<file path="src/design/slu_pkg.sv">
// shared types and constants for the string literal unescaper
// no dependencies; used by the channel interfaces and the core
`default_nettype none

package slu_pkg;

   // result queue sizing
   localparam int QUEUE_DEPTH = 3;
   localparam int COUNT_W     = $clog2(QUEUE_DEPTH + 1);

   // special source bytes
   localparam logic [7:0] QUOTE_BYTE     = 8'h22;
   localparam logic [7:0] BACKSLASH_BYTE = 8'h5C;
   localparam logic [7:0] CHAR_0         = 8'h30;
   localparam logic [7:0] CHAR_1         = 8'h31;
   localparam logic [7:0] CHAR_7         = 8'h37;
   localparam logic [7:0] CHAR_9         = 8'h39;
   localparam logic [7:0] CHAR_UPPER_A   = 8'h41;
   localparam logic [7:0] CHAR_UPPER_F   = 8'h46;
   localparam logic [7:0] CHAR_LOWER_A   = 8'h61;
   localparam logic [7:0] CHAR_LOWER_F   = 8'h66;
   localparam logic [7:0] CHAR_UPPER_X   = 8'h58;
   localparam logic [7:0] CHAR_LOWER_X   = 8'h78;

   // parser state
   typedef enum logic [2:0] {
      MODE_WAIT = 3'd0,
      MODE_BODY = 3'd1,
      MODE_ESC  = 3'd2,
      MODE_HEX1 = 3'd3,
      MODE_HEX2 = 3'd4,
      MODE_OCT  = 3'd5
   } slu_mode_type;

   // result kinds
   typedef enum logic [1:0] {
      KIND_DATA    = 2'd0,
      KIND_DONE    = 2'd1,
      KIND_NOPARSE = 2'd2,
      KIND_ERROR   = 2'd3
   } slu_kind_type;

   // input beat
   typedef struct packed {
      logic [7:0] in_byte;
      logic       end_of_input;
   } slu_req_type;

   // result beat
   typedef struct packed {
      logic [7:0]   out_byte;
      slu_kind_type kind;
      logic         last;
   } slu_rsp_type;

endpackage

`default_nettype wire

</file>
<file path="src/design/slu_req_if.sv">
// valid/ready channel carrying source bytes into the unescaper
// depends on slu_pkg for the beat type
`default_nettype none

interface slu_req_if;
   import slu_pkg::*;

   logic        valid;
   logic        ready;
   slu_req_type payload;

   modport source (output valid, output payload, input ready);
   modport sink   (input valid, input payload, output ready);
endinterface

`default_nettype wire

</file>
<file path="src/design/slu_rsp_if.sv">
// valid/ready channel carrying decoded results out of the unescaper
// depends on slu_pkg for the beat type
`default_nettype none

interface slu_rsp_if;
   import slu_pkg::*;

   logic        valid;
   logic        ready;
   slu_rsp_type payload;

   modport source (output valid, output payload, input ready);
   modport sink   (input valid, input payload, output ready);
endinterface

`default_nettype wire

</file>
<file path="src/design/string_literal_unescaper_core.sv">
// Decodes a byte stream of double-quoted literals with C style escapes.
// Each accepted source beat is decoded in the same cycle it is taken and
// produces zero, one or two result beats, which go into a three-entry result
// queue; the head of that queue drives the result channel. A source beat is
// taken whenever at most one result is waiting, so with a sink that takes a
// result every cycle the block runs at one byte per clock, except that a byte
// that closes a hex or octal run and also yields a body result puts two results
// in the queue, which holds off the next source beat; the queue depth sets this limit.
// Results are registered in the queue and come out in the next cycle at the earliest.
// depends on slu_pkg, slu_req_if and slu_rsp_if
`default_nettype none

module string_literal_unescaper_core (
   input wire logic  clock,
   input wire logic  reset,
   slu_req_if.sink   req_bus,
   slu_rsp_if.source rsp_bus
);
   import slu_pkg::*;

   slu_mode_type           mode_ff, mode_in;
   logic [3:0]             digit_ff, digit_in;
   slu_rsp_type            slot_ff [QUEUE_DEPTH];
   slu_rsp_type            slot_in [QUEUE_DEPTH];
   logic [COUNT_W-1:0]     count_ff, count_in;
   logic [COUNT_W-1:0]     count_after_pop;

   logic                   req_fire, rsp_fire;
   logic [7:0]             c;
   logic                   eoi, is_quote, is_backslash, is_octal, is_esc_digit, is_x;
   logic                   hex_ok;
   logic [3:0]             hex_val;
   slu_rsp_type            body_entry;
   slu_mode_type           body_mode;
   slu_rsp_type            res0, res1;
   logic [1:0]             res_count;

   // build a result entry
   function automatic slu_rsp_type make_entry(input logic [7:0] b, input slu_kind_type k);
      slu_rsp_type e;
      e.out_byte = b;
      e.kind     = k;
      e.last     = 1'b0;
      return e;
   endfunction

   // control code for an escaped letter or 0, else the byte itself
   function automatic logic [7:0] escape_code(input logic [7:0] b);
      logic [7:0] r;
      unique case (b)
         8'h6E, 8'h4E: r = 8'h0A;  // n
         8'h74, 8'h54: r = 8'h09;  // t
         8'h72, 8'h52: r = 8'h0D;  // r
         8'h61, 8'h41: r = 8'h07;  // a
         8'h62, 8'h42: r = 8'h08;  // b
         8'h66, 8'h46: r = 8'h0C;  // f
         8'h76, 8'h56: r = 8'h0B;  // v
         CHAR_0:       r = 8'h00;
         default:      r = b;
      endcase
      return r;
   endfunction

   // handshakes
   assign req_fire        = req_bus.valid && req_bus.ready;
   assign rsp_fire        = rsp_bus.valid && rsp_bus.ready;
   assign req_bus.ready   = (count_ff <= COUNT_W'(1));
   assign rsp_bus.valid   = (count_ff != '0);
   assign rsp_bus.payload = slot_ff[0];

   // byte classification
   assign c            = req_bus.payload.in_byte;
   assign eoi          = req_bus.payload.end_of_input;
   assign is_quote     = (c == QUOTE_BYTE);
   assign is_backslash = (c == BACKSLASH_BYTE);
   assign is_octal     = (c >= CHAR_0) && (c <= CHAR_7);
   assign is_esc_digit = (c >= CHAR_1) && (c <= CHAR_7);
   assign is_x         = (c == CHAR_LOWER_X) || (c == CHAR_UPPER_X);

   // hex digit value
   always_comb begin
      hex_ok  = 1'b1;
      hex_val = 4'h0;
      if ((c >= CHAR_0) && (c <= CHAR_9)) begin
         hex_val = 4'(c - CHAR_0);
      end else if ((c >= CHAR_LOWER_A) && (c <= CHAR_LOWER_F)) begin
         hex_val = 4'(c - CHAR_LOWER_A + 8'd10);
      end else if ((c >= CHAR_UPPER_A) && (c <= CHAR_UPPER_F)) begin
         hex_val = 4'(c - CHAR_UPPER_A + 8'd10);
      end else begin
         hex_ok = 1'b0;
      end
   end

   // what a plain body byte does
   assign body_entry = is_quote ? make_entry(8'h00, KIND_DONE) : make_entry(c, KIND_DATA);
   assign body_mode  = is_quote ? MODE_WAIT : (is_backslash ? MODE_ESC : MODE_BODY);

   // next state of the parser
   always_comb begin
      mode_in  = mode_ff;
      digit_in = digit_ff;
      if (req_fire) begin
         unique case (mode_ff)
            MODE_BODY, MODE_ESC, MODE_HEX1, MODE_HEX2, MODE_OCT: begin
               if (eoi) begin
                  mode_in  = MODE_WAIT;
                  digit_in = 4'h0;
               end else begin
                  unique case (mode_ff)
                     MODE_BODY: mode_in = body_mode;
                     MODE_ESC: begin
                        if (is_x) begin
                           mode_in = MODE_HEX1;
                        end else if (is_esc_digit) begin
                           mode_in  = MODE_OCT;
                           digit_in = 4'(c - CHAR_0);
                        end else begin
                           mode_in = MODE_BODY;
                        end
                     end
                     MODE_HEX1: begin
                        if (hex_ok) begin
                           mode_in  = MODE_HEX2;
                           digit_in = hex_val;
                        end else begin
                           mode_in = body_mode;
                        end
                     end
                     MODE_HEX2: begin
                        mode_in  = hex_ok ? MODE_BODY : body_mode;
                        digit_in = 4'h0;
                     end
                     default: begin
                        mode_in  = is_octal ? MODE_BODY : body_mode;
                        digit_in = 4'h0;
                     end
                  endcase
               end
            end
            // waiting for the opening quote
            default: mode_in = (!eoi && is_quote) ? MODE_BODY : MODE_WAIT;
         endcase
      end
   end

   // results caused by the current beat
   always_comb begin
      res0      = make_entry(8'h00, KIND_DATA);
      res1      = make_entry(8'h00, KIND_DATA);
      res_count = 2'd0;
      unique case (mode_ff)
         MODE_BODY, MODE_ESC, MODE_HEX1, MODE_HEX2, MODE_OCT: begin
            if (eoi) begin
               res0      = make_entry(8'h00, KIND_ERROR);
               res_count = 2'd1;
            end else begin
               unique case (mode_ff)
                  MODE_BODY: begin
                     res0      = body_entry;
                     res_count = is_backslash ? 2'd0 : 2'd1;
                  end
                  MODE_ESC: begin
                     if (!is_x && !is_esc_digit) begin
                        res0      = make_entry(escape_code(c), KIND_DATA);
                        res_count = 2'd1;
                     end
                  end
                  MODE_HEX1: begin
                     if (!hex_ok) begin
                        res0      = make_entry(CHAR_LOWER_X, KIND_DATA);
                        res1      = body_entry;
                        res_count = is_backslash ? 2'd1 : 2'd2;
                     end
                  end
                  MODE_HEX2: begin
                     if (hex_ok) begin
                        res0      = make_entry({digit_ff, hex_val}, KIND_DATA);
                        res_count = 2'd1;
                     end else begin
                        res0      = make_entry({4'h0, digit_ff}, KIND_DATA);
                        res1      = body_entry;
                        res_count = is_backslash ? 2'd1 : 2'd2;
                     end
                  end
                  default: begin
                     if (is_octal) begin
                        res0      = make_entry({2'b00, digit_ff[2:0], c[2:0]}, KIND_DATA);
                        res_count = 2'd1;
                     end else begin
                        res0      = make_entry({5'b00000, digit_ff[2:0]}, KIND_DATA);
                        res1      = body_entry;
                        res_count = is_backslash ? 2'd1 : 2'd2;
                     end
                  end
               endcase
            end
         end
         // waiting for the opening quote
         default: begin
            if (eoi || !is_quote) begin
               res0      = make_entry(8'h00, KIND_NOPARSE);
               res_count = 2'd1;
            end
         end
      endcase
      // flag the final result of the beat
      if (res_count == 2'd1) begin
         res0.last = 1'b1;
      end
      if (res_count == 2'd2) begin
         res1.last = 1'b1;
      end
   end

   // result queue: shift out at the head, append behind the survivors
   assign count_after_pop = count_ff - COUNT_W'(rsp_fire);
   always_comb begin
      for (int i = 0; i < QUEUE_DEPTH; i++) begin
         if (rsp_fire && (i < QUEUE_DEPTH - 1)) begin
            slot_in[i] = slot_ff[i + 1];
         end else begin
            slot_in[i] = slot_ff[i];
         end
         if (req_fire && (res_count != 2'd0) && (COUNT_W'(i) == count_after_pop)) begin
            slot_in[i] = res0;
         end
         if (req_fire && (res_count == 2'd2)
             && (COUNT_W'(i) == count_after_pop + COUNT_W'(1))) begin
            slot_in[i] = res1;
         end
      end
      count_in = count_after_pop + (req_fire ? COUNT_W'(res_count) : COUNT_W'(0));
   end

   // control registers
   always_ff @(posedge clock) begin
      if (reset) begin
         mode_ff  <= MODE_WAIT;
         digit_ff <= 4'h0;
         count_ff <= '0;
      end else begin
         mode_ff  <= mode_in;
         digit_ff <= digit_in;
         count_ff <= count_in;
      end
   end

   // queue payload
   always_ff @(posedge clock) begin
      slot_ff <= slot_in;
   end

   // queue occupancy follows pushes and pops
   assert property (@(posedge clock) disable iff (reset)
      1'b1 |=> count_ff == $past(count_ff) - COUNT_W'($past(rsp_fire))
               + ($past(req_fire) ? COUNT_W'($past(res_count)) : COUNT_W'(0)))
      else $error("result queue count out of step");

   // end of input inside a literal returns to waiting with no pending digit
   assert property (@(posedge clock) disable iff (reset)
      req_fire && req_bus.payload.end_of_input && (mode_ff != MODE_WAIT)
      |=> (mode_ff == MODE_WAIT) && (digit_ff == 4'h0))
      else $error("parser not reset after unexpected end");

   // a beat making two results marks only the second as last
   assert property (@(posedge clock) disable iff (reset)
      req_fire && (res_count == 2'd2) |-> !res0.last && res1.last && (res0.kind == KIND_DATA))
      else $error("two-result beat badly flagged");

   // non-data results carry a zero byte
   assert property (@(posedge clock) disable iff (reset)
      rsp_bus.valid && (rsp_bus.payload.kind != KIND_DATA) |-> rsp_bus.payload.out_byte == 8'h00)
      else $error("non-data result with nonzero byte");

   // the queue never overflows
   assert property (@(posedge clock) disable iff (reset)
      req_fire |-> ({1'b0, count_after_pop} + {1'b0, COUNT_W'(res_count)})
                   <= (COUNT_W + 1)'(QUEUE_DEPTH))
      else $error("result queue overflow");

endmodule

`default_nettype wire
</file>
<file path="src/flat_wrapper.sv">
// flat-port wrapper written by rule: the top's interface ports become plain ports
module string_literal_unescaper_core_flat import slu_pkg::*;
  (clock, reset, req_bus_valid, req_bus_payload, req_bus_ready, rsp_bus_valid, rsp_bus_payload, rsp_bus_ready);
  slu_req_if req_bus_i ();
  slu_rsp_if rsp_bus_i ();
  input wire logic clock;
  input wire logic reset;
  input wire logic [$bits(req_bus_i.valid)-1:0] req_bus_valid;
  input wire logic [$bits(req_bus_i.payload)-1:0] req_bus_payload;
  output wire logic [$bits(req_bus_i.ready)-1:0] req_bus_ready;
  output wire logic [$bits(rsp_bus_i.valid)-1:0] rsp_bus_valid;
  output wire logic [$bits(rsp_bus_i.payload)-1:0] rsp_bus_payload;
  input wire logic [$bits(rsp_bus_i.ready)-1:0] rsp_bus_ready;
  assign req_bus_i.valid = req_bus_valid;
  assign req_bus_i.payload = req_bus_payload;
  assign req_bus_ready = req_bus_i.ready;
  assign rsp_bus_valid = rsp_bus_i.valid;
  assign rsp_bus_payload = rsp_bus_i.payload;
  assign rsp_bus_i.ready = rsp_bus_ready;
  string_literal_unescaper_core u_core (.clock(clock), .reset(reset), .req_bus(req_bus_i), .rsp_bus(rsp_bus_i));
endmodule
</file>
<file path="config.mk">
export PLATFORM = sky130hd
export DESIGN_NAME = string_literal_unescaper_core_flat
export DESIGN_NICKNAME = d
export VERILOG_FILES = /design/src/design/slu_pkg.sv /design/src/design/slu_req_if.sv /design/src/design/slu_rsp_if.sv /design/src/design/string_literal_unescaper_core.sv /design/src/flat_wrapper.sv
export SDC_FILE = /design/constraint.sdc
export NUM_CORES = 1
export LEC_CHECK = 0
export ABC_AREA = 1
export BUFFER_PORTS_ARGS = -buffer_cell sky130_fd_sc_hd__buf_2
export CAP_MARGIN = 20
export CORE_MARGIN = 2
export CORE_UTILIZATION = 35
export CTS_CLUSTER_DIAMETER = 60
export CTS_CLUSTER_SIZE = 40
export DETAILED_ROUTE_END_ITERATION = 8
export PLACE_DENSITY = 0.54
export SLEW_MARGIN = 30
export SYNTH_ARGS = -nofsm -noshare
export SYNTH_HDL_FRONTEND = slang
export SYNTH_SLANG_ARGS = --single-unit
</file>
<file path="constraint.sdc">
create_clock -name clock -period 6 [get_ports clock]
set_clock_uncertainty 0.2 [all_clocks]
set_input_delay 1.5 -clock clock [delete_from_list [all_inputs] [get_ports clock]]
set_output_delay 1.5 -clock clock [all_outputs]
set_load 0.005 [all_outputs]
</file>
; ---- After elaboration in Yosys (flattened, before gate mapping)
; Index checks and enable logic that the tools add are counted.
[op_classes]
reduce_logical = 41
order_cmp = 9
n_mux = 58
eq_ne = 34
add_sub_neg = 8
[op_table]
columns = operator, count
row1 = 11-bit 2-to-1 mux, 17
row2 = "8-bit by 7-bit == test with 1-bit output, second input constant", 17
row3 = 8-bit case mux with 8 select lines, 1
row4 = 11-bit case mux with 4 select lines, 1
row5 = 4-bit 2-to-1 mux, 7
row6 = 3-bit 2-to-1 mux, 9
row7 = 11-bit case mux with 2 select lines, 1
row8 = 2-bit OR reduction, 9
row9 = 1-bit logical AND, 17
row10 = "8-bit by 6-bit == test with 1-bit output, second input constant", 2
row11 = "8-bit by 6-bit greater-or-equal comparator with 1-bit output, second input constant", 2
row12 = "8-bit by 7-bit greater-or-equal comparator with 1-bit output, second input constant", 2
row13 = "8-bit by 6-bit less-or-equal comparator with 1-bit output, second input constant", 2
row14 = "8-bit by 7-bit less-or-equal comparator with 1-bit output, second input constant", 2
row15 = 2-bit 2-to-1 mux, 8
row16 = 3-bit case mux with 4 select lines, 1
row17 = 4-bit case mux with 3 select lines, 1
row18 = "4-bit by 1-bit subtractor with 4-bit output, second input constant", 3
row19 = 10-bit 2-to-1 mux, 1
row20 = 1-bit 2-to-1 mux, 9
row21 = 9-bit 2-to-1 mux, 1
row22 = "4-bit adder, second input constant", 2
row23 = 2-bit case mux with 4 select lines, 1
row24 = "3-bit by 2-bit == test with 1-bit output, second input constant", 2
row25 = 20 further kinds, 32
[totals]
reg_bits = 42

; ---- Logic depth before layout (Yosys ltp)
[logic_depth]
depth_word = 14
depth_mapped = 19
depth_no_buf = 18

; ---- Worst setup path after synthesis
; No wires, ideal clock.
[synth_timing]
path_kind = input-to-reg
from = in req_bus_payload[1]
to = reg u_core.slot_ff (netlist bit u_core.rsp_bus.payload[0]), enable pin
setup_ps = 355
required_ps = 5445
path_slack_ps = 2051
cell_stages = 17
t_arrival_ps = 3394
path_buffers = 1
path_cell_list = inv_1 > ha_1 > inv_1 > nor2_1 > nand2_1 > nor2_1 > nor2_1 > nand2_2 > nand3_4 > inv_4 > o21ai_2 > nand2_4 > nand3_4 > nor2_4 > inv_2 > buf_6 > nand3_1
[synth_via]
elab_chain_cells = 13
elab_cells_between_ends = 43
cone_classes = 8 x order compare / 5 x eq/ne / 13 x mux / 17 x reduce/logical
[synth_lines]
columns = element, line_no
row1 = from (decl), flat_wrapper.sv:9  ; input wire logic [$bits(req_bus_i.payload)-1:0] req_bus_payload;
row2 = 8-bit by 7-bit greater-or-equal comparator with 1-bit output or 8-bit by 7-bit less-or-equal comparator with 1-bit output (tied branches), string_literal_unescaper_core.sv:88  ; end else if ((c >= CHAR_UPPER_A) && (c <= CHAR_UPPER_F)) begin
row3 = 1-bit logical AND, string_literal_unescaper_core.sv:88
row4 = 1-bit 2-to-1 mux, string_literal_unescaper_core.sv:88
row5 = 1-bit 2-to-1 mux, string_literal_unescaper_core.sv:86  ; end else if ((c >= CHAR_LOWER_A) && (c <= CHAR_LOWER_F)) begin
row6 = 1-bit 2-to-1 mux, string_literal_unescaper_core.sv:84  ; if ((c >= CHAR_0) && (c <= CHAR_9)) begin
row7 = 2-bit 2-to-1 mux (on tied branches), "string_literal_unescaper_core.sv:177, string_literal_unescaper_core.sv:170"
row8 = 2-bit case mux with 4 select lines, string_literal_unescaper_core.sv:158  ; unique case (mode_ff)
row9 = 2-bit 2-to-1 mux, string_literal_unescaper_core.sv:154  ; if (eoi) begin
row10 = 2-bit 2-to-1 mux (*), string_literal_unescaper_core.sv:152  ; unique case (mode_ff)
row11 = 2-bit == test or 2-bit nonzero test (tied branches), "string_literal_unescaper_core.sv:228, string_literal_unescaper_core.sv:225"
row12 = 1-bit logical AND (on tied branches), "string_literal_unescaper_core.sv:228, string_literal_unescaper_core.sv:225"
row13 = 1-bit logical AND (on tied branches), "string_literal_unescaper_core.sv:229, string_literal_unescaper_core.sv:225"
row14 = 3-bit nonzero test (no line) (*), --
row15 = to (signal assigned), string_literal_unescaper_core.sv:251  ; slot_ff <= slot_in;
row16 = to (decl), string_literal_unescaper_core.sv:23  ; slu_rsp_type slot_ff [QUEUE_DEPTH];
; Every way passes the cells marked *; elsewhere a longest branch is shown, timed or not.
; A chain may end at the register's enable or synchronous reset.

; ---- Worst setup path after layout
[layout_timing]
from = in req_bus_payload[1]
to = reg u_core.slot_ff (netlist bit u_core.rsp_bus.payload[5]), enable pin
; The elaborated chain is that of the path after synthesis.

==> impl_metrics.json <==
{
  "run_status": "complete, no violations",
  "critPathCaptureType": "flop",
  "post-cts-setup-buffer-count": 0,
  "yosys-top-cells-count": "nand2_1, nand3_1, inv_1",
  "synth-async-reset-ratio": 0,
  "timing.critical_path.slowest_cell_delay_ns": 0.47,
  "syn-instance-count": 531,
  "final.period_utilization": 0.734,
  "initial_utilization": 0.356,
  "synth.top_cells.by_area": "edfxtp_1, nand2_1, nand3_1, inv_1, nor2_1",
  "root_buffer": "clkbuf_8",
  "ctsLongestPathBuffers": 2,
  "clkLatencyLatePin_ns": 0.30,
  "final_core_util": 0.381,
  "timing.max_slew.rel_slack": 0.464,
  "max_cap_viol_count": 0,
  "h-tree-depth": 2,
  "synth.cell_area_mm2": 0.00345,
  "die-area_mm2": 0.0107,
  "tritoncts.num_buffers": 5,
  "detail_route.wl_per_cell_um": 13.6,
  "post-route-drc-count": 0,
  "irDropWorstVdd_v": 0.000125,
  "synthesis.nets": 550,
  "timing.critical_path.required_ns": 5.75,
  "critical-path-top-cell-by-count": "nor2_1",
  "stdcell_count": 674,
  "report.final.slew_viol_count": 0,
  "cp_top_family": "simple AND/OR/NAND/NOR gates",
  "min-delay-path-class": "reg -> reg",
  "aggregate_routed_wire_length_um": 9140,
  "worstSetupPathType": "in -> reg",
  "power.static_leakage_nw": 1.77,
  "fillCellCount": 1039,
  "fp.coreArea_mm2": 0.00968,
  "viasPerCell": 5.04,
  "setup_tns_ns": 0,
  "fp.dieW_um": 103,
  "std_cell_rows": 36,
  "post_cts_hold_buffer_count": 0,
  "gpl.final_weighted_congestion": 0.946,
  "global_route.overflow_total": 0,
  "number_of_unique_standard_cell_types_used_by_synthesis": 36,
  "cp_slowest_cell": "nand3_1",
  "design.final.nets": 559,
  "synth-seq-cells": 42,
  "io_buffers": 25,
  "grt_setup_unrepaired": "false",
  "grt_start_max_net_pins": 22,
  "placed_cells_incl_taps": 666,
  "crit_fanout": 21,
  "syn_avg_cell_area_um2": 6.50,
  "clock_sinks": 42,
  "post_cts_resized": 0,
  "route.antenna.remaining_nets": 0,
  "synth_seq_area_share": 0.339,
  "final_layout_size_suffix_gt1_frac": 0.116,
  "synth-main-ff-cell": "edfxtp_1",
  "pwr_density_cell_mw_per_mm2": 346,
  "timing.final.hold_violations": 0,
  "route.vias.total": 3394,
  "pin_count": 26,
  "timing.critical_path.arrival_ns": 4.15,
  "die_y_um": 103,
  "crit_path_cell_trace": "buf_2, inv_1, ha_1, inv_1, nor2_1, nand2_1, nor2_1, nor2_1, nand2_2, nand3_4, inv_4, o21ai_2, nand2_4, nand3_4, nand2_4, nand2_1, nand3_1",
  "post-synth-top-area-fraction": 0.287,
  "yosysWarnings": 0,
  "clk_pin_slew_worst_paths_ns": 0.09,
  "timing_worst_slew_pin_value_ns": 0.802,
  "track_usage": 0.185,
  "area_growth_pct": 6.89,
  "grt_first_pass_wirelength_um": 15500,
  "cts_tree": "done",
  "synth-edff-count": 33,
  "yosysTopAreaCell": "edfxtp_1",
  "detail_route.first_pass.iterations": 4,
  "setup_violations": 0,
  "first_global_vias": 3175,
  "start_kind": "input pin",
  "yosysMostFrequentCell": "nand2_1",
  "finalCriticalPeriod_ns": 4.41,
  "antenna_found_initial": 0,
  "number_of_drc_markers_in_iteration_0": 153,
  "max_clock_freq_mhz": 227,
  "dp_hpwl_um": 7240,
  "cp.buffers_inverters": 4,
  "diodes": 0
}
==> cells by family after synthesis <==
kind of cell | Yosys count | share of synthesized area
adder cells (fa/ha/maj) | 6 | 0.0217
XOR/XNOR | 2 | 0.00508
AO/OA/AOI/OAI | 52 | 0.0834
flip-flops | 42 | 0.339
buffers and inverters | 98 | 0.130
AND/OR/NAND/NOR | 331 | 0.420
==> sequential cells by signal, summed over array words and instances (netlist names) <==
name and flops:
u_core.count_ff 2, u_core.digit_ff 4, u_core.mode_ff 3, u_core.rsp_bus.payload 11, u_core.slot_ff 22
==> power by group <==
part | internal [mW] | switching [mW] | total [mW]
combinational | 0.172 | 0.372 | 0.544
sequential | 0.474 | 0.0240 | 0.498
clock | 0.125 | 0.110 | 0.235
total | 0.771 | 0.506 | 1.28
==> layout make-up <==
class / instances / area, um^2 / share of cell area
timing repair buffer: 25 / 125 / 0.0339
inverter: 75 / 284 / 0.0770
clock buffer: 5 / 68.8 / 0.0187
multi-input combinational: 391 / 1830 / 0.496
clock inverter: 3 / 43.8 / 0.0119
tap: 133 / 166 / 0.0451
sequential: 42 / 1170 / 0.317
==> routing by layer <==
layer,global-route usage,wire length [um],up-vias,part of all wire
li1,-,-,1717,-
met1,0.247,4170,1540,0.46
met2,0.313,4280,121,0.47
met3,0.0262,552,16,0.060
met4,0.0536,146,0,0.016
met5,0,0,-,0
==> path summary, 6_finish.rpt <==
check	startpoint	end	slack, ns	depth (start not counted)
worst max-delay path	req_bus_payload[1]	u_core.rsp_bus.payload[5]	1.59	17
worst min-delay path	u_core.digit_ff[3]	u_core.digit_ff[3]	0.28	2
worst max register to register	u_core.mode_ff[2]	u_core.rsp_bus.payload[5]	2.43	10
worst min register to register	u_core.digit_ff[3]	u_core.digit_ff[3]	0.28	2
==> through the flow <==
stage / hold WS (ns) / total power, mW / setup WS [ns] / area, um^2
after CTS: 0.277 / 1.28 / 1.62 / 3690
after global routing: 0.299 / 1.40 / 1.29 / 3690
after detailed placement: 0.263 / 1.05 / 1.30 / 3580
after global placement: 0.258 / 1.04 / 1.39 / 3580
after floorplan: 0.238 / 0.964 / 2.05 / 3450
final: 0.275 / 1.28 / 1.59 / 3690
==> cell usage in the layout, fill, tap and decap left out, types with 2 or more instances in the layout <==
master / count
nand2_2: 6
nor2_2: 5
dfxtp_1: 9
inv_1: 63
ha_1: 6
a21oi_1: 15
nand3b_1: 2
nor3_1: 7
o21ai_0: 21
xor2_1: 2
nor2_1: 57
nand2_1: 174
nand2_4: 2
buf_2: 25
clkbuf_8: 5
nand4_1: 8
o21ai_1: 7
nand3_4: 2
edfxtp_1: 33
nand3_1: 65
inv_2: 10
o32ai_1: 2
==> worst reg2reg max path, stage by stage (launching register included) <==
cell and delay, ns:
dfxtp_1 0.38, nand2_1 0.09, nor2_1 0.61, inv_1 0.17, nand3_2 0.21, nor2_1 0.17
nor3_2 0.25, nand3_4 0.15, nand2_4 0.21, nand2_1 0.30, nand3_1 0.47
No activity file was read; power rests on OpenSTA's default activity.
